<file path="config.mk">
export PLATFORM = sky130hd
export DESIGN_NAME = base64url_stream_decoder
export DESIGN_NICKNAME = d
export VERILOG_FILES = /design/src/design/b64d_pkg.sv /design/src/design/base64url_stream_decoder.sv /design/src/design/b64d_front.sv /design/src/design/b64d_job_fifo.sv /design/src/design/b64d_back.sv
export SDC_FILE = /design/constraint.sdc
export NUM_CORES = 1
export LEC_CHECK = 0
export BUFFER_PORTS_ARGS = -buffer_cell sky130_fd_sc_hd__buf_2
export CORE_MARGIN = 8
export CORE_UTILIZATION = 43
export DETAILED_ROUTE_END_ITERATION = 12
export PLACE_DENSITY_LB_ADDON = 0.15
export SYNTH_ARGS = -nofsm -noshare
export SYNTH_HDL_FRONTEND = slang
export SYNTH_SLANG_ARGS = --single-unit
</file>
<file path="constraint.sdc">
create_clock -name clock -period 5 [get_ports clock]
set_input_delay 0.75 -clock clock [delete_from_list [all_inputs] [get_ports clock]]
set_output_delay 0.75 -clock clock [all_outputs]
set_load 0.01 [all_outputs]
</file>
<file path="src/design/b64d_pkg.sv">
// b64d_pkg: types, character map and constants shared by the base64url decoder.
// Standalone; imported by every module of the decoder.
`default_nettype none
package b64d_pkg;

   localparam int unsigned CAP_WIDTH = 24;

   localparam logic [5:0] LOWER_BASE = 6'd26;
   localparam logic [5:0] DIGIT_BASE = 6'd52;
   localparam logic [5:0] DASH_CODE  = 6'd62;
   localparam logic [5:0] UNDER_CODE = 6'd63;

   localparam logic [7:0] CHAR_UPPER_A = 8'h41;
   localparam logic [7:0] CHAR_UPPER_Z = 8'h5A;
   localparam logic [7:0] CHAR_LOWER_A = 8'h61;
   localparam logic [7:0] CHAR_LOWER_Z = 8'h7A;
   localparam logic [7:0] CHAR_ZERO    = 8'h30;
   localparam logic [7:0] CHAR_NINE    = 8'h39;
   localparam logic [7:0] CHAR_DASH    = 8'h2D;
   localparam logic [7:0] CHAR_UNDER   = 8'h5F;

   typedef struct packed {
      logic [7:0] char_code;
      logic       end_of_frame;
   } req_type;

   typedef struct packed {
      logic [7:0]           data_byte;
      logic                 byte_valid;
      logic                 last;
      logic                 frame_done;
      logic [CAP_WIDTH-1:0] decoded_length;
      logic                 truncated;
   } rsp_type;

   // decoded bytes of one item, data[0] goes out first
   typedef struct packed {
      logic [0:2][7:0] data;
      logic [1:0]      count;
      logic            eof;
   } job_type;

   // {valid, sextet}
   function automatic logic [6:0] sextet_of(input logic [7:0] c);
      logic [6:0] r;
      r = '0;
      if (c >= CHAR_UPPER_A && c <= CHAR_UPPER_Z) begin
         r = {1'b1, 6'(c - CHAR_UPPER_A)};
      end else if (c >= CHAR_LOWER_A && c <= CHAR_LOWER_Z) begin
         r = {1'b1, 6'(c - CHAR_LOWER_A) + LOWER_BASE};
      end else if (c >= CHAR_ZERO && c <= CHAR_NINE) begin
         r = {1'b1, 6'(c - CHAR_ZERO) + DIGIT_BASE};
      end else if (c == CHAR_DASH) begin
         r = {1'b1, DASH_CODE};
      end else if (c == CHAR_UNDER) begin
         r = {1'b1, UNDER_CODE};
      end
      return r;
   endfunction

endpackage
`default_nettype wire

</file>
<file path="src/design/base64url_stream_decoder.sv">
// base64url_stream_decoder: top level of the unpadded base64url decoder.
// Depends on b64d_pkg, b64d_front, b64d_job_fifo and b64d_back.
//
// Input channel (req_): one character per item with an end-of-frame flag;
// an item is taken when req_push is high and req_full is low.
// Result channel (rsp_): one decoded byte per item, or a bare end marker;
// the oldest result sits on rsp_item while rsp_empty is low and leaves when
// rsp_pop is high. csr_write_enable/csr_write_data set the per-frame capacity.
// The front maps characters to sextets and packs groups in the accept cycle,
// so one character is taken every clock while req_full is low. A four-deep
// job queue feeds the back, which sends one result per clock from a single
// output register while the receiver pops, so a full group (three bytes)
// occupies the back for three results and the queue absorbs the difference.
// The first result of an item passes through the queue and then the output
// register. When the receiver stalls, the output register holds, the queue
// fills and req_full rises; nothing is lost.
// Reset clears the group, length and truncation state, empties the queue
// and sets the capacity to its largest value.
`default_nettype none
module base64url_stream_decoder import b64d_pkg::*; #(
   parameter int unsigned LENGTH_WIDTH = 24
) (
   input  wire logic                 clock,
   input  wire logic                 reset,
   input  wire logic                 req_push,
   output logic                      req_full,
   input  wire req_type              req_item,
   output logic                      rsp_empty,
   input  wire logic                 rsp_pop,
   output rsp_type                   rsp_item,
   input  wire logic                 csr_write_enable,
   input  wire logic [CAP_WIDTH-1:0] csr_write_data
);

   logic    accept, job_push, head_valid, head_pop, fifo_full;
   job_type job, head;

   assign req_full = fifo_full;
   assign accept   = req_push && !fifo_full;

   b64d_front u_front (
      .clock    (clock),
      .reset    (reset),
      .accept   (accept),
      .item     (req_item),
      .job      (job),
      .job_push (job_push)
   );

   b64d_job_fifo u_fifo (
      .clock (clock),
      .reset (reset),
      .push  (job_push),
      .wdata (job),
      .pop   (head_pop),
      .full  (fifo_full),
      .valid (head_valid),
      .rdata (head)
   );

   b64d_back #(
      .LENGTH_WIDTH (LENGTH_WIDTH)
   ) u_back (
      .clock            (clock),
      .reset            (reset),
      .csr_write_enable (csr_write_enable),
      .csr_write_data   (csr_write_data),
      .head_valid       (head_valid),
      .head             (head),
      .head_pop         (head_pop),
      .rsp_empty        (rsp_empty),
      .rsp_pop          (rsp_pop),
      .rsp_item         (rsp_item)
   );

endmodule
`default_nettype wire

</file>
<file path="src/design/b64d_front.sv">
// b64d_front: character classification and sextet grouping; builds byte jobs.
// Depends on b64d_pkg.
`default_nettype none
module b64d_front import b64d_pkg::*; (
   input  wire logic    clock,
   input  wire logic    reset,
   input  wire logic    accept,
   input  wire req_type item,
   output job_type      job,
   output logic         job_push
);

   logic [17:0] group_ff, group_in;
   logic [1:0]  count_ff, count_in;
   logic [6:0]  sx;

   always_comb begin
      sx       = sextet_of(item.char_code);
      group_in = group_ff;
      count_in = count_ff;
      job      = '0;
      if (sx[6]) begin
         if (count_ff == 2'd3) begin
            job.data  = {group_ff, sx[5:0]};
            job.count = 2'd3;
            group_in  = '0;
            count_in  = '0;
         end else begin
            group_in = {group_ff[11:0], sx[5:0]};
            count_in = count_ff + 2'd1;
         end
      end
      if (item.end_of_frame) begin
         job.eof = 1'b1;
         case (count_in)
            2'd2: begin
               job.data[0] = group_in[11:4];
               job.count   = 2'd1;
            end
            2'd3: begin
               job.data[0] = group_in[17:10];
               job.data[1] = group_in[9:2];
               job.count   = 2'd2;
            end
            default: ;
         endcase
         group_in = '0;
         count_in = '0;
      end
   end

   // items that only collect a sextet need no back-end work
   assign job_push = accept && (job.count != 2'd0 || job.eof);

   always_ff @(posedge clock) begin
      if (reset) begin
         group_ff <= '0;
         count_ff <= '0;
      end else if (accept) begin
         group_ff <= group_in;
         count_ff <= count_in;
      end
   end

endmodule
`default_nettype wire

</file>
<file path="src/design/b64d_job_fifo.sv">
// b64d_job_fifo: short queue of byte jobs between front and back.
// Depends on b64d_pkg.
`default_nettype none
module b64d_job_fifo import b64d_pkg::*; (
   input  wire logic    clock,
   input  wire logic    reset,
   input  wire logic    push,
   input  wire job_type wdata,
   input  wire logic    pop,
   output logic         full,
   output logic         valid,
   output job_type      rdata
);

   localparam int unsigned DEPTH = 4;
   localparam int unsigned AW    = $clog2(DEPTH);

   job_type          mem_ff [DEPTH];
   logic [AW-1:0]    wr_ptr_ff, rd_ptr_ff;
   logic [AW:0]      count_ff, count_in;

   assign full  = count_ff == (AW+1)'(DEPTH);
   assign valid = count_ff != '0;
   assign rdata = mem_ff[rd_ptr_ff];

   always_comb begin
      count_in = count_ff;
      if (push && !pop) begin
         count_in = count_ff + (AW+1)'(1);
      end else if (pop && !push) begin
         count_in = count_ff - (AW+1)'(1);
      end
   end

   always_ff @(posedge clock) begin
      if (push) begin
         mem_ff[wr_ptr_ff] <= wdata;
      end
   end

   always_ff @(posedge clock) begin
      if (reset) begin
         wr_ptr_ff <= '0;
         rd_ptr_ff <= '0;
         count_ff  <= '0;
      end else begin
         if (push) wr_ptr_ff <= wr_ptr_ff + AW'(1);
         if (pop)  rd_ptr_ff <= rd_ptr_ff + AW'(1);
         count_ff <= count_in;
      end
   end

   a_count_bound: assert property (@(posedge clock) disable iff (reset)
      count_ff <= (AW+1)'(DEPTH))
      else $error("job queue count beyond depth");

   a_no_pop_empty: assert property (@(posedge clock) disable iff (reset)
      pop |-> valid)
      else $error("job queue popped while empty");

   a_pop_drains: assert property (@(posedge clock) disable iff (reset)
      (pop && !push) |=> count_ff == $past(count_ff) - (AW+1)'(1))
      else $error("job queue count did not drop on pop");

endmodule
`default_nettype wire

</file>
<file path="src/design/b64d_back.sv">
// b64d_back: capacity check, length tracking and result register.
// Depends on b64d_pkg; takes jobs from b64d_job_fifo.
`default_nettype none
module b64d_back import b64d_pkg::*; #(
   parameter int unsigned LENGTH_WIDTH = 24
) (
   input  wire logic                 clock,
   input  wire logic                 reset,
   input  wire logic                 csr_write_enable,
   input  wire logic [CAP_WIDTH-1:0] csr_write_data,
   input  wire logic                 head_valid,
   input  wire job_type              head,
   output logic                      head_pop,
   output logic                      rsp_empty,
   input  wire logic                 rsp_pop,
   output rsp_type                   rsp_item
);

   localparam int unsigned LW = LENGTH_WIDTH;
   localparam int unsigned CW = (LW > CAP_WIDTH) ? LW : CAP_WIDTH;
   localparam logic [CW-1:0] LEN_MAX = CW'({LW{1'b1}});
   localparam logic [CW-1:0] CAP_RST = CW'({CAP_WIDTH{1'b1}});
   localparam logic [CW-1:0] LIM_RST = (CAP_RST < LEN_MAX) ? CAP_RST : LEN_MAX;

   logic [CAP_WIDTH-1:0] cap_ff;
   logic [CW-1:0]        lim_ff, lim_in, cap_ext, bk_ext, diff;
   logic [LW-1:0]        bk_ff, bk_in, bk_plus;
   logic                 ovf_ff, ovf_in;
   logic [1:0]           pos_ff, pos_in;
   logic [1:0]           room, rem, kr;
   logic                 slot_free, step, emit, is_last, job_done, drop, ovf_final;
   logic                 frame_end, out_load, out_valid_ff, out_valid_in;
   rsp_type              rsp_ff, rsp_in;

   assign cap_ext = CW'(cap_ff);
   assign lim_in  = (cap_ext < LEN_MAX) ? cap_ext : LEN_MAX;
   assign bk_ext  = CW'(bk_ff);
   assign bk_plus = bk_ff + LW'(1);
   assign diff    = lim_ff - bk_ext;

   always_comb begin
      // bytes still allowed this frame, saturated at a full group
      if (bk_ext >= lim_ff) begin
         room = 2'd0;
      end else if (diff >= CW'(3)) begin
         room = 2'd3;
      end else begin
         room = diff[1:0];
      end
      rem = head.count - pos_ff;
      kr  = (rem < room) ? rem : room;
   end

   assign slot_free = !out_valid_ff || rsp_pop;
   assign step      = head_valid && slot_free;
   assign emit      = kr != 2'd0;
   assign is_last   = kr == 2'd1;
   // kept bytes come first, so the job ends at its last kept byte
   assign job_done  = !emit || is_last;
   assign drop      = rem > kr;
   assign ovf_final = ovf_ff || drop;
   assign frame_end = head.eof && job_done;
   assign out_load  = step && (emit || head.eof);
   assign head_pop  = step && job_done;

   always_comb begin
      rsp_in                = '0;
      rsp_in.data_byte      = emit ? head.data[pos_ff] : 8'h00;
      rsp_in.byte_valid     = emit;
      rsp_in.last           = job_done;
      rsp_in.frame_done     = frame_end;
      rsp_in.decoded_length = emit ? CAP_WIDTH'(bk_plus) : CAP_WIDTH'(bk_ff);
      rsp_in.truncated      = frame_end ? ovf_final : ovf_ff;

      bk_in  = bk_ff;
      ovf_in = ovf_ff;
      pos_in = pos_ff;
      if (step) begin
         if (job_done) begin
            pos_in = '0;
            if (head.eof) begin
               bk_in  = '0;
               ovf_in = 1'b0;
            end else begin
               bk_in  = emit ? bk_plus : bk_ff;
               ovf_in = ovf_final;
            end
         end else begin
            pos_in = pos_ff + 2'd1;
            bk_in  = bk_plus;
         end
      end

      out_valid_in = out_valid_ff;
      if (out_load) begin
         out_valid_in = 1'b1;
      end else if (rsp_pop) begin
         out_valid_in = 1'b0;
      end
   end

   always_ff @(posedge clock) begin
      if (reset) begin
         cap_ff       <= '1;
         lim_ff       <= LIM_RST;
         bk_ff        <= '0;
         ovf_ff       <= 1'b0;
         pos_ff       <= '0;
         out_valid_ff <= 1'b0;
      end else begin
         if (csr_write_enable) cap_ff <= csr_write_data;
         lim_ff       <= lim_in;
         bk_ff        <= bk_in;
         ovf_ff       <= ovf_in;
         pos_ff       <= pos_in;
         out_valid_ff <= out_valid_in;
      end
   end

   always_ff @(posedge clock) begin
      if (out_load) rsp_ff <= rsp_in;
   end

   assign rsp_empty = !out_valid_ff;
   assign rsp_item  = rsp_ff;

   a_pos_range: assert property (@(posedge clock) disable iff (reset)
      pos_ff != 2'd3)
      else $error("byte position out of range");

   a_mid_job_head: assert property (@(posedge clock) disable iff (reset)
      (pos_ff != 2'd0) |-> head_valid)
      else $error("job left the queue before all kept bytes went out");

   a_frame_clears: assert property (@(posedge clock) disable iff (reset)
      (step && frame_end) |=> (bk_ff == '0 && !ovf_ff && pos_ff == 2'd0))
      else $error("frame state not cleared after frame end");

   a_marker_ends_frame: assert property (@(posedge clock) disable iff (reset)
      (out_valid_ff && !rsp_ff.byte_valid) |-> (rsp_ff.frame_done && rsp_ff.last))
      else $error("bare marker result without frame end");

endmodule
`default_nettype wire

</file>
==> results.md, run 1 <==
- The run finished with clean final reports.
- The count of port buffers added during placement is 75.
- The per-cell routed wire length is 18.5 um.
- The net switching power is 2070 uW.
- The number of nets with antenna violations after routing is 0.
- Global routing used 26.1% of the available met1 tracks.
- The count of final max-slew check failures is 0.
- The fraction of layout cells with a size suffix above 1 is 17.9%.
- The number of instances in the synthesized netlist is 1183.
- For this run, design rule violations remaining after detail routing come to 0.
- The largest vdd supply drop is around 0.00029 V.
- The biggest fanout along the worst timing path is 22.
- In the post-synthesis netlist, the biggest area contributors are edfxtp_1, dfxtp_1, mux4_2, ha_1, a21oi_1.
- The internal portion of the total power is between 4000 and 5000 uW.
- Compared with the post-synthesis result, the final layout area differs by 15.9%.
- In the global route stage, met2 resource usage came out at 24.9%.
- The clock drives 249 sinks.
- The proportion of power drawn by combinational gates is between 20% and 30%.
- The share of total power in sequential cells is roughly two fifths.
- For this run, the top clock speed supported by timing is 210 MHz.
- The repair_antennas step left the layout with diodes totalling 0.
- Using the TritonRoute via totals, the vias-per-cell ratio works out to between 5 and 6.
- The share of the yosys chip area belonging to registers is about half.
- At the later pin of the worst-skew pair, clock insertion delay measures 0.54 ns.
- The library cell with the largest summed area after synthesis is edfxtp_1.
- STA classifies the critical path startpoint as a flop.
- The number of optimization iterations in the first detailed-route pass is 5.
- The clock transition time at the flip-flop clock pins of the worst setup and hold paths is approximately 0.060 ns.
- The post-route clock skew is 0.00918 ns.
- After synthesis, the mean cell area works out to ~11 um2.
- The count of placed standard cells in the final layout, fillers left out is 1688.
- The most used standard cell by instance count after synthesis is edfxtp_1.
- At the end of routability-driven placement, the weighted congestion stood at 0.935.
- After global routing, the most crowded layer is met1.
- Global routing used 3.23% of the available met3 tracks.
- The share of synthesized area in the top cell type comes to 34.2%.
- The number of antenna violations at the first check in global routing is 0.
- The max-capacitance violation count is 0.
- The number of top-level design ports is 76.
- After clock tree synthesis, the flow added hold-fix buffers numbering 0.
- The yosys synthesis warning count is 0.
- The count of endpoints failing hold in the final timing report was 0.
- The final core area utilization is 50.8%.
- The post-synth net total is 1267.
- The number of clock buffers added by TritonCTS is 28.
- Of all flip-flops after synthesis, the portion carrying an async set or reset was 0%.
- STA puts the critical path data required time at 5.29 ns.
- The first global-routing pass estimated 49500 um of wire.
- The kind of path behind the tightest hold check is input pin to flop.
- Detailed placement finished with a half-perimeter wire length of 22500 um.
- Power spread over the standard cell area amounts to 446 nW/um2.
- The die height is 187 um.
- In the global route stage, overall resource usage came out at 17.2%.
- The number of placed cells counting well taps is approximately 1600.
- The cell row count is 62.
- Of the total power, the clock network draws 30.6%.
- The TritonCTS clock tree is built.
- The clock passes through at most 3 buffers.
- For this run the aggregate overflow at the end of global routing stands at 0.
- The number of levels in the clock H-tree is 1.
- Sorting the synthesized cells by how often they occur yields edfxtp_1, dfxtp_1, nand2_1, nor2_1, a21oi_1.
- The worst path uses 95.2% of the clock period.
- The shortest clock period the worst path allows after layout is 4.76 ns.
- The die covers 35100 um2.
- The total power after layout is around 6500 uW.
- The post-synthesis instance area is roughly 13000 um2.
- The starting density of the core is 43.8%.
- After the last flow step, the layout net total stands at 1368.
- The final layout contains routed wiring with a total length of 31200 um.
- The via total after detailed routing is 9380.
- Yosys mapped a number of flops with a built-in enable equal to 144.
- After routing, the total negative slack on setup checks comes to 0 ns.
- The number of storage elements in the synthesis netlist is about 250.
- The die width is 187 um.
- The number of global-route vias before repair is about 9000.
- Setup violations remaining at the end of the flow were counted as 0.
- The first routing iteration left 855 violations.
- The type of element capturing the critical path is a flop.
- The most common flop cell mapped by yosys is edfxtp_1.
- The number of different library cells used by synthesis comes to 79.
- The tree is rooted in a clkbuf_16.
- The endpoint arrival time on the critical path is 5.05 ns.
- The slew at the pin closest to its max-slew limit is about 1.1 ns.
- The static leakage power is 0.00541 uW.
- The tightest hold margin is 0.415 ns.
- The type of the worst setup path is flop to flop.
- Measured against its own limit, the worst slew margin works out to 25.3%.
- The switching share of total power is 31.7%.
- The largest net degree at the start of global routing is 49.
- The placeable core region is 28900 um2.
cells by family (layout without fill, tap and decap cells):
logic type,Yosys count,count (layout),share of synthesized area (%)
xor gates and xnor gates,44,44,3.05
and+or+nand+nor,372,372,15.0
adders and majority gates,46,46,4.67
buffers and inverters,128,249,4.17
DFF,249,249,50.8
muxes,39,39,5.77
AOI/OAI and AO/OA,305,305,16.5
placed cells by master (no fill, tap or decap), types with 35 or more instances in the layout:
cell,netlist,final
a21oi_1,69,69
dfxtp_1,105,104
nand2_1,90,90
buf_2,10,75
edfxtp_1,144,144
xnor2_1,35,35
inv_1,56,55
ha_1,44,39
o21ai_0,49,48
buf_4,1,63
nor2_1,76,76
critical path, stage by stage, from the launching register on:
cell and delay [ns]:
dfxtp_1 0.40, inv_1 0.13, ha_1 0.33, nor2b_1 0.17, o2111a_1 0.27, buf_4 0.15
nor3b_2 0.19, xnor2_1 0.09, or4_1 0.52, nor4b_1 0.26, and4b_1 0.29, a21o_1 0.19
ha_1 0.24, nor2_1 0.20, nor2_1 0.06, o2bb2ai_1 0.14, a21o_1 0.20, inv_2 0.07
buf_6 0.19, buf_4 0.18, nand2_1 0.08, xnor2_1 0.13
state kept, by name, indices dropped and copies added, names as in the netlist, named ones only:
register and cells:
u_back.lim_ff 24, u_back.bk_ext 24, u_back.cap_ext 24, u_fifo.wr_ptr_ff 2
u_fifo.count_ff 3, u_front.group_ff 18, u_front.count_ff 2, u_back.out_valid_ff 1
u_back.pos_ff 2, u_fifo.rd_ptr_ff 2, u_back.ovf_ff 1, u_back.rsp_item 36
u_fifo.mem_ff 108
power groups by stage:
| stage | combinational (uW) | sequential [uW] | clock, uW |
|---|---|---|---|
| floorplan | 1220 | 2690 | 0 |
| global placement | 1910 | 2660 | 0 |
| detailed placement | 1930 | 2660 | 0 |
| CTS | 1940 | 2620 | 2050 |
| global route | 2110 | 2650 | 2120 |
| finish | 1920 | 2610 | 2000 |
what timing repair did:
item	in CTS	in global routing
resized for setup	0	13
setup buffers	0	1
setup endpoints to repair	0	90
layout make-up:
cell class,count,area (um2)
clock buffer,43,807
clock inverter,7,101
fill,2667,14200
inverter,58,221
multi-input combinational,806,5730
sequential,249,6430
tap,384,480
timing repair buffer,141,885
routing by layer:
| layer | routed length, um | up-vias |
|---|---|---|
| met5 | 0 | - |
| met4 | 442 | 0 |
| met3 | 2160 | 33 |
| met2 | 12900 | 275 |
| met1 | 15700 | 4457 |
| li1 | - | 4615 |
through the flow:
| step | setup slack [ns] | instance area, um2 |
|---|---|---|
| 5_1_grt | -0.000931 | 14700 |
| 4_1_cts | 0.117 | 14600 |
| 6_report | 0.238 | 14700 |
| 2_1_floorplan | 0.0217 | 12600 |
| 3_3_place_gp | 0.204 | 13700 |
| 3_5_place_dp | 0.131 | 13700 |
final timing paths:
path                                    startpoint             endpoint  slack, ns  depth (start not counted)
worst min register to register  u_back.cap_ext[17]    u_back.lim_ff[17]       0.46                          1
worst max register to register    u_back.bk_ext[1]  u_back.rsp_item[11]       0.24                         21
worst max-delay path              u_back.bk_ext[1]  u_back.rsp_item[11]       0.24                         21
worst min-delay path             csr_write_data[3]    u_back.cap_ext[3]       0.41                          2
Power figures use the tool's default switching activity.
==> inputs of run 2 (changes only) <==
- clock period: 5 -> 5.5 ns (I/O delays scaled with it)
==> run 2 against run 1 <==
Wire length is 0.39% lower. Non-clock buffer count is 39 lower. Sequential power is 8.4% lower. Sequential share of layout area is 0.99 points higher. Maximum frequency is 6.6% lower. Final cell count is 2.4% lower. Sequential cell count stayed put. Setup slack better by 0.16 ns. Global-route usage hardly changed. Largest power group unchanged.
==> results.md, run 2 (same netlist as run 1, synthesis figures left out) <==
- The cell row count came to 62 (unchanged).
- The power per unit of standard cell area came to 405 nW/um2 (-9.0%).
- The total wire length came to 31100 um (-0.39%).
- The final-layout setup total negative slack came to 0 ns (unchanged).
- The max-capacitance violation count is 0 (unchanged).
- The flip-flop count of the largest register after layout is 108 (unchanged).
- The TritonCTS clock tree is built.
- The antenna diode count is 0 (unchanged).
- The ratio of routed vias to standard cells is 5.62 (+1.1%).
- The initial detailed-routing violation count is 802 (-6.2%).
- The final number of setup-violating endpoints is 0 (unchanged).
- The placer's final routability congestion estimate is 0.912 (-2.5%).
- The post-route clock skew is 0.0129 ns (+0.00374 ns).
- The number of buffers created by CTS was 27 (-3.6%).
- The die width was 187 um (unchanged).
- The count of port buffers added during placement was 75 (unchanged).
- The maximum single-stage delay on the critical path is 0.49 ns (-0.03 ns).
- The most critical setup path has its startpoint at u_back.bk_ext[14].
- The worst setup path is captured at a flop.
- The post-route DRC violation count is 0 (unchanged).
- The setup slack after placement was 0.449 ns (+0.318 ns).
- The shortest clock period the worst path allows after layout was 5.10 ns (+0.338 ns).
- The count of endpoints failing hold in the final timing report is 0 (unchanged).
- The clock sink total is 249 (unchanged).
- The total power after layout is 5810 uW (-11%).
- The number of antenna violations at the first check in global routing is 0 (unchanged).
- The final-stage net count came to 1328 (-2.9%).
- The half-perimeter wire length of the detailed placement result is 22100 um (-1.7%).
- The buffer levels on the longest clock path is 3 (unchanged).
- The via total after detailed routing is 9258 (-1.3%).
- STA classifies the critical path startpoint as a flop.
- The worst path required time is 5.78 ns (+0.49 ns).
- The final setup slack of the worst path is 0.400 ns (+0.162 ns).
- The number of nets with antenna violations after routing was 0 (unchanged).
- The buffer type at the clock tree root is clkbuf_16.
- The starting density of the core was 43.8% (unchanged).
- The total die area is 35100 um2 (unchanged).
- In the layout the commonest cells are edfxtp_1, dfxtp_1, nand2_1.
- The number of levels in the clock H-tree is 1 (unchanged).
- The global route total overflow is 0 (unchanged).
- The placeable core region is 28900 um2 (unchanged).
- The fraction of layout cells with a size suffix above 1 was 15.0% (-2.8 points).
- The worst relative slew slack is 27.4% (+2.1 points).
- Compared with the post-synthesis result, the final layout area differs by 13.3%.
- The setup path with the least slack is of type flop to flop.
- In this run the most critical hold path is launched from u_back.cap_ext[17].
- u_fifo.mem_ff holds more flip-flops than any other register.
- The first-pass GRT wire length is 49500 um (about the same).
- The number of filler instances in the final layout is 2717 (+1.9%).
- The clock latency of the later-clocked register in the worst-skew pair is 0.53 ns (about the same).
- The number of optimization iterations in the first detailed-route pass is 5 (unchanged).
- The static leakage power is 0.00522 uW (-3.5%).
- The largest net degree at the start of global routing is 49 (unchanged).
- The worst-case register-to-register setup slack is 0.40 ns (+0.16 ns).
- The commonest non-fill, non-tap cell in the layout is edfxtp_1.
- The run finished with clean final reports.
- The endpoint arrival time on the critical path is 5.38 ns (+0.33 ns).
- The largest vdd supply drop was 0.000293 V (+0.48%).
- The die height was 187 um (unchanged).
- The startpoint identified for the worst register-to-register timing path is u_back.bk_ext[14].
- The fmax came to 196 MHz (-6.6%).
- Setup repair after global routing left no endpoint under its margin.
- The slew at the pin closest to its max-slew limit is 1.09 ns (-0.0322 ns).
- The kind of path behind the tightest hold check is flop to flop.
- The overall global routing resource usage is 17.2% (-0.021 points).
- Walking the worst path, the cells encountered are inv_1, ha_1, a21oi_2, o21ai_0, buf_4, a2111o_1, or4_1, nor4b_1, and4b_1, a21o_1, ha_1, nor2_1, nor2_1, o2bb2ai_1, a21o_1, inv_2, buf_4, nand4_1, xnor2_1.
- The per-cell routed wire length is 18.9 um (+2.0%).
- The biggest fanout along the worst timing path is 19 (-14%).
- The count of final max-slew check failures is 0 (unchanged).
- The critical path's slowest cell is or4_1.
- The number of top-level design ports was 76 (unchanged).
- The number of global-route vias before repair was 8807 (-2.0%).
- The clock transition time at the flip-flop clock pins of the worst setup and hold paths is 0.06 ns (about the same).
- The final critical-path share of the clock period was 92.7% (-2.5 points).
==> run 2: cell count changes in the layout (fill, tap and decap cells not counted), moves of 2 or more <==
cell | previous run | this run
buf_4 | 63 | 26
clkbuf_1 | 10 | 7
ha_1 | 39 | 43
ha_2 | 5 | 1
inv_6 | 0 | 2
nor3_1 | 13 | 15
nor3_2 | 2 | 0
==> run 2: path summary, 6_finish.rpt <==
check | cells after the start | end
setup / recovery | 19 | u_back.rsp_item[16]
hold / removal | 1 | u_back.lim_ff[17]
setup reg to reg | 19 | u_back.rsp_item[16]
hold reg to reg | 1 | u_back.lim_ff[17]
==> run 2: area by class of cell <==
cell class                      count  area [um2]  area share, %
Tap cell                          384         480           3.35
Clock inverter                      7        73.8          0.515
Clock buffer                       42         835           5.82
Sequential cell                   249        6430           44.9
Timing Repair Buffer              102         591           4.12
Inverter                           58         218           1.52
Multi-Input combinational cell    806        5700           39.8
==> run 2: worst max-delay path: cells and delay by family, from the launching register on <==
| family | cells | cell delay, ns |
|---|---|---|
| simple gates | 6 | 1.49 |
| compound gates | 6 | 1.27 |
| buf+inv | 4 | 0.82 |
| fa+ha+maj | 2 | 0.68 |
| flops | 1 | 0.43 |
| xor+xnor | 1 | 0.14 |
==> run 2: metal layers <==
metal  vias to the layer above  GRT usage (%)  routed length [um]
li1                       4531              -                   -
met1                      4405           26.8               15800
met2                       288           24.4               12900
met3                        34           2.59                1930
met4                         0           3.67                 453
met5                         -              0                   0
==> run 2: power by group <==
group / switching, uW / internal, uW
Combinational: 992 / 612
Clock: 720 / 1090
Sequential: 133 / 2260
Total: 1840 / 3960
==> run 2: metrics by stage <==
stage,cells,utilization (%),hold slack [ns],instance area (um2)
floorplan,1183,-,0.425,12600
global placement,1599,46.5,0.443,13400
detailed placement,1599,46.5,0.443,13400
CTS,1648,49.6,0.456,14300
global route,1648,49.7,0.475,14300
finish,1648,49.7,0.459,14300
==> run 2: what timing repair did <==
item	CTS	global route
hold buffers	0	0
endpoints found under the setup margin	0	49
setup buffers	0	0
gates resized for setup	0	3
==> inputs of run 3 (changes only) <==
--- a/config.mk
+++ b/config.mk
@@ -7,4 +7,5 @@
 export LEC_CHECK = 0
 export BUFFER_PORTS_ARGS = -buffer_cell sky130_fd_sc_hd__buf_2
+export CORE_ASPECT_RATIO = 1.4
 export CORE_MARGIN = 8
 export CORE_UTILIZATION = 43
==> constraint.sdc (replaced) <==
create_clock -name clock -period 5.5 [get_ports clock]
set_input_delay 0.825 -clock clock [delete_from_list [all_inputs] [get_ports clock]]
set_output_delay 0.825 -clock clock [all_outputs]
set_load 0.02 [all_outputs]
==> run 3 against run 2 <==
Sequential cell count did not move. Global-route usage increased by 0.71 points. Highest routed layer unchanged. First-iteration DRC count is 37% lower. Die area rose by 0.22%. Sequential share of layout area barely moved. Largest cell class unchanged. Core utilization fell by 0.42 points. Total power increased by 2.7%.
==> results.md, run 3 (same netlist as run 1, synthesis figures left out) <==
- The total wire length is 31900 um (+2.6%).
- In this run the worst hold path is classified as flop to flop.
- The count of hold-fix buffers inserted at cts is 0 (unchanged).
- The die width is 161 um (-14%).
- The buffer levels on the longest clock path came to 3 (unchanged).
- The cell row count is 74 (+19%).
- The clock latency of the later-clocked register in the worst-skew pair is 0.55 ns (+0.02 ns).
- The worst setup path is launched from a flop.
- The number of antenna violations at the first check in global routing is 0 (unchanged).
- The commonest non-fill, non-tap cell in the layout is edfxtp_1.
- Setup repair after global routing left no endpoint under its margin.
- The placer's final routability congestion estimate is 0.902 (-1.1%).
- The antenna diode count came to 0 (unchanged).
- The number of top-level design ports is 76 (unchanged).
- The run finished with clean final reports.
- The final-stage net count is 1327 (-0.075%).
- The number of global-route vias before repair is 9118 (+3.5%).
- The worst relative slew slack was 24.8% (-2.6 points).
- In this run the most critical hold path is launched from u_back.ovf_ff.
- The count of port buffers added during placement came to 75 (unchanged).
- In the layout the commonest cells are edfxtp_1, dfxtp_1, nand2_1.
- The number of buffers created by CTS is 26 (-3.7%).
- The placeable core region is 29100 um2 (+0.75%).
- The slew at the pin closest to its max-slew limit is 1.10 ns (+0.0109 ns).
- The total die area is 35200 um2 (+0.22%).
- CTS placed an instance of clkbuf_16 at the clock tree root.
- The number of optimization iterations in the first detailed-route pass was 5 (unchanged).
- The worst path required time came to 5.98 ns (+0.20 ns).
- The type of the worst setup path is flop to flop.
- The reg-to-reg endpoint is u_fifo.count_ff[2].
- The reg-to-reg critical path startpoint is u_back.bk_ext[10].
- The fraction of layout cells with a size suffix above 1 is 14.6% (-0.46 points).
- The largest vdd supply drop was 0.000279 V (-4.7%).
- The number of resized instances in the post-cts repair step is 0 (unchanged).
- The number of levels in the clock H-tree is 1 (unchanged).
- The die height is 219 um (+17%).
- The most critical setup path has its startpoint at u_back.bk_ext[10].
- The number of cells on the worst hold path is 1 (unchanged).
- The per-cell routed wire length is 19.4 um (+2.9%).
- The biggest fanout along the worst timing path is 7 (-12).
- The count of endpoints failing hold in the final timing report is 0 (unchanged).
- The static leakage power is 0.00521 uW (-0.27%).
- The TritonCTS clock tree is built.
- The final-layout setup total negative slack came to 0 ns (unchanged).
- The register containing the most flip-flops in the final layout is u_fifo.mem_ff.
- The power per unit of standard cell area was 417 nW/um2 (+2.9%).
- The via total after detailed routing is 9236 (-0.24%).
- The tightest hold margin came to 0.465 ns (+0.00631 ns).
- For hold timing, the worst endpoint is u_back.ovf_ff.
- The number of buffers inserted by post-CTS setup repair was 0 (unchanged).
- The fmax is 203 MHz (+3.7%).
- The clock sink total is 249 (unchanged).
- The global route total overflow is 0 (unchanged).
- The first-pass GRT wire length was 50700 um (+2.3%).
- The count of final max-slew check failures is 0 (unchanged).
- The initial detailed-routing violation count is 503 (-37%).
- The post-route DRC violation count is 0 (unchanged).
- The ratio of routed vias to standard cells is 5.62 (about the same).
- The overall global routing resource usage came to 17.9% (+0.71 points).
- The post-route clock skew came to 0.0182 ns (+0.00524 ns).
- The endpoint arrival time on the critical path was 5.40 ns (+0.02 ns).
- The clock transition time at the flip-flop clock pins of the worst setup and hold paths is 0.06 ns (about the same).
- The final number of setup-violating endpoints is 0 (unchanged).
- The layout overhead on the synthesized area is 13.2%.
- The max-capacitance violation count was 0 (unchanged).
- STA classifies the critical path endpoint as a flop.
- The worst-case register-to-register setup slack is 0.58 ns (+0.18 ns).
- The shortest clock period the worst path allows after layout is 4.92 ns (-0.181 ns).
- The half-perimeter wire length of the detailed placement result is 23300 um (+5.4%).
- The flip-flop count of the largest register after layout is 108 (unchanged).
- The final critical-path share of the clock period is 89.4% (-3.3 points).
- The starting density of the core is 43.5% (-0.32 points).
- The largest net degree at the start of global routing is 49 (unchanged).
- The number of nets with antenna violations after routing is 0 (unchanged).
- The length in cells of the worst reg-to-reg path is 21 (+2).
## run 3: cell count changes in the layout (fill, tap and decap cells not counted), moves of 2 or more
cell        delta
bufinv_16      +4
clkbuf_8       -6
clkinv_1       +6
clkbuf_16      -3
clkbuf_1       -4
inv_6          -2
clkinvlp_4     +2
## run 3: cell type report
| class | instances | area (um2) |
|---|---|---|
| well taps | 380 | 475 |
| multi-input cells | 806 | 5690 |
| fillers | 2719 | 14800 |
| clock buffers | 29 | 662 |
| flip-flops and latches | 249 | 6430 |
| clock inverters | 19 | 251 |
| inverters | 58 | 218 |
| repair buffers | 102 | 591 |
## run 3: worst max path at each step
| stage | end | slack [ns] |
|---|---|---|
| final | u_fifo.count_ff[2] | 0.58 |
| after global routing | u_fifo.count_ff[2] | 0.19 |
| after CTS | u_fifo.count_ff[2] | 0.59 |
| after detailed placement | u_fifo.count_ff[2] | 0.61 |
| after global placement | u_back.rsp_item[16] | 0.66 |
| after floorplan | u_back.rsp_item[0] | 0.41 |
## run 3: where the power goes
| part | internal, uW | total [uW] | switching [uW] |
|---|---|---|---|
| combinational | 610 | 1740 | 1130 |
| sequential | 2260 | 2360 | 106 |
| clock | 1110 | 1860 | 748 |
| total | 3980 | 5970 | 1990 |
## run 3: metrics by stage
| stage | std cells | power, uW | setup slack [ns] | util, % | area (um2) |
|---|---|---|---|---|---|
| after floorplan | 1183 | 3650 | 0.406 | - | 12600 |
| after global placement | 1595 | 4180 | 0.660 | 46.1 | 13400 |
| after detailed placement | 1595 | 4190 | 0.609 | 46.1 | 13400 |
| after CTS | 1643 | 6070 | 0.590 | 49.2 | 14300 |
| after global routing | 1643 | 6280 | 0.190 | 49.2 | 14300 |
| final | 1643 | 5970 | 0.582 | 49.2 | 14300 |
## run 3: critical path: stages (launching register included)
cell and delay [ns]:
dfxtp_1 0.41, inv_1 0.17, ha_1 0.41, a21oi_1 0.40, o21ai_1 0.20, a221oi_1 0.31
o31ai_1 0.14, xor2_1 0.16, a2111oi_0 0.39, buf_4 0.19, and4b_1 0.27, a21o_1 0.19
inv_1 0.07, ha_1 0.19, nor2_1 0.22, inv_1 0.13, ha_1 0.22, inv_1 0.08
fa_1 0.17, xor2_1 0.08, or3_1 0.30, a21oi_1 0.14
## run 3: layer usage
metal / wire [um] / vias to the layer above / part of all wire (%) / track usage (%)
met5: 0 / - / 0 / 0
met4: 1740 / 0 / 5.4 / 9.53
met3: 1150 / 68 / 3.6 / 2.31
met2: 16900 / 197 / 53 / 33.5
met1: 12100 / 4457 / 38 / 19.2
li1: - / 4514 / - / -
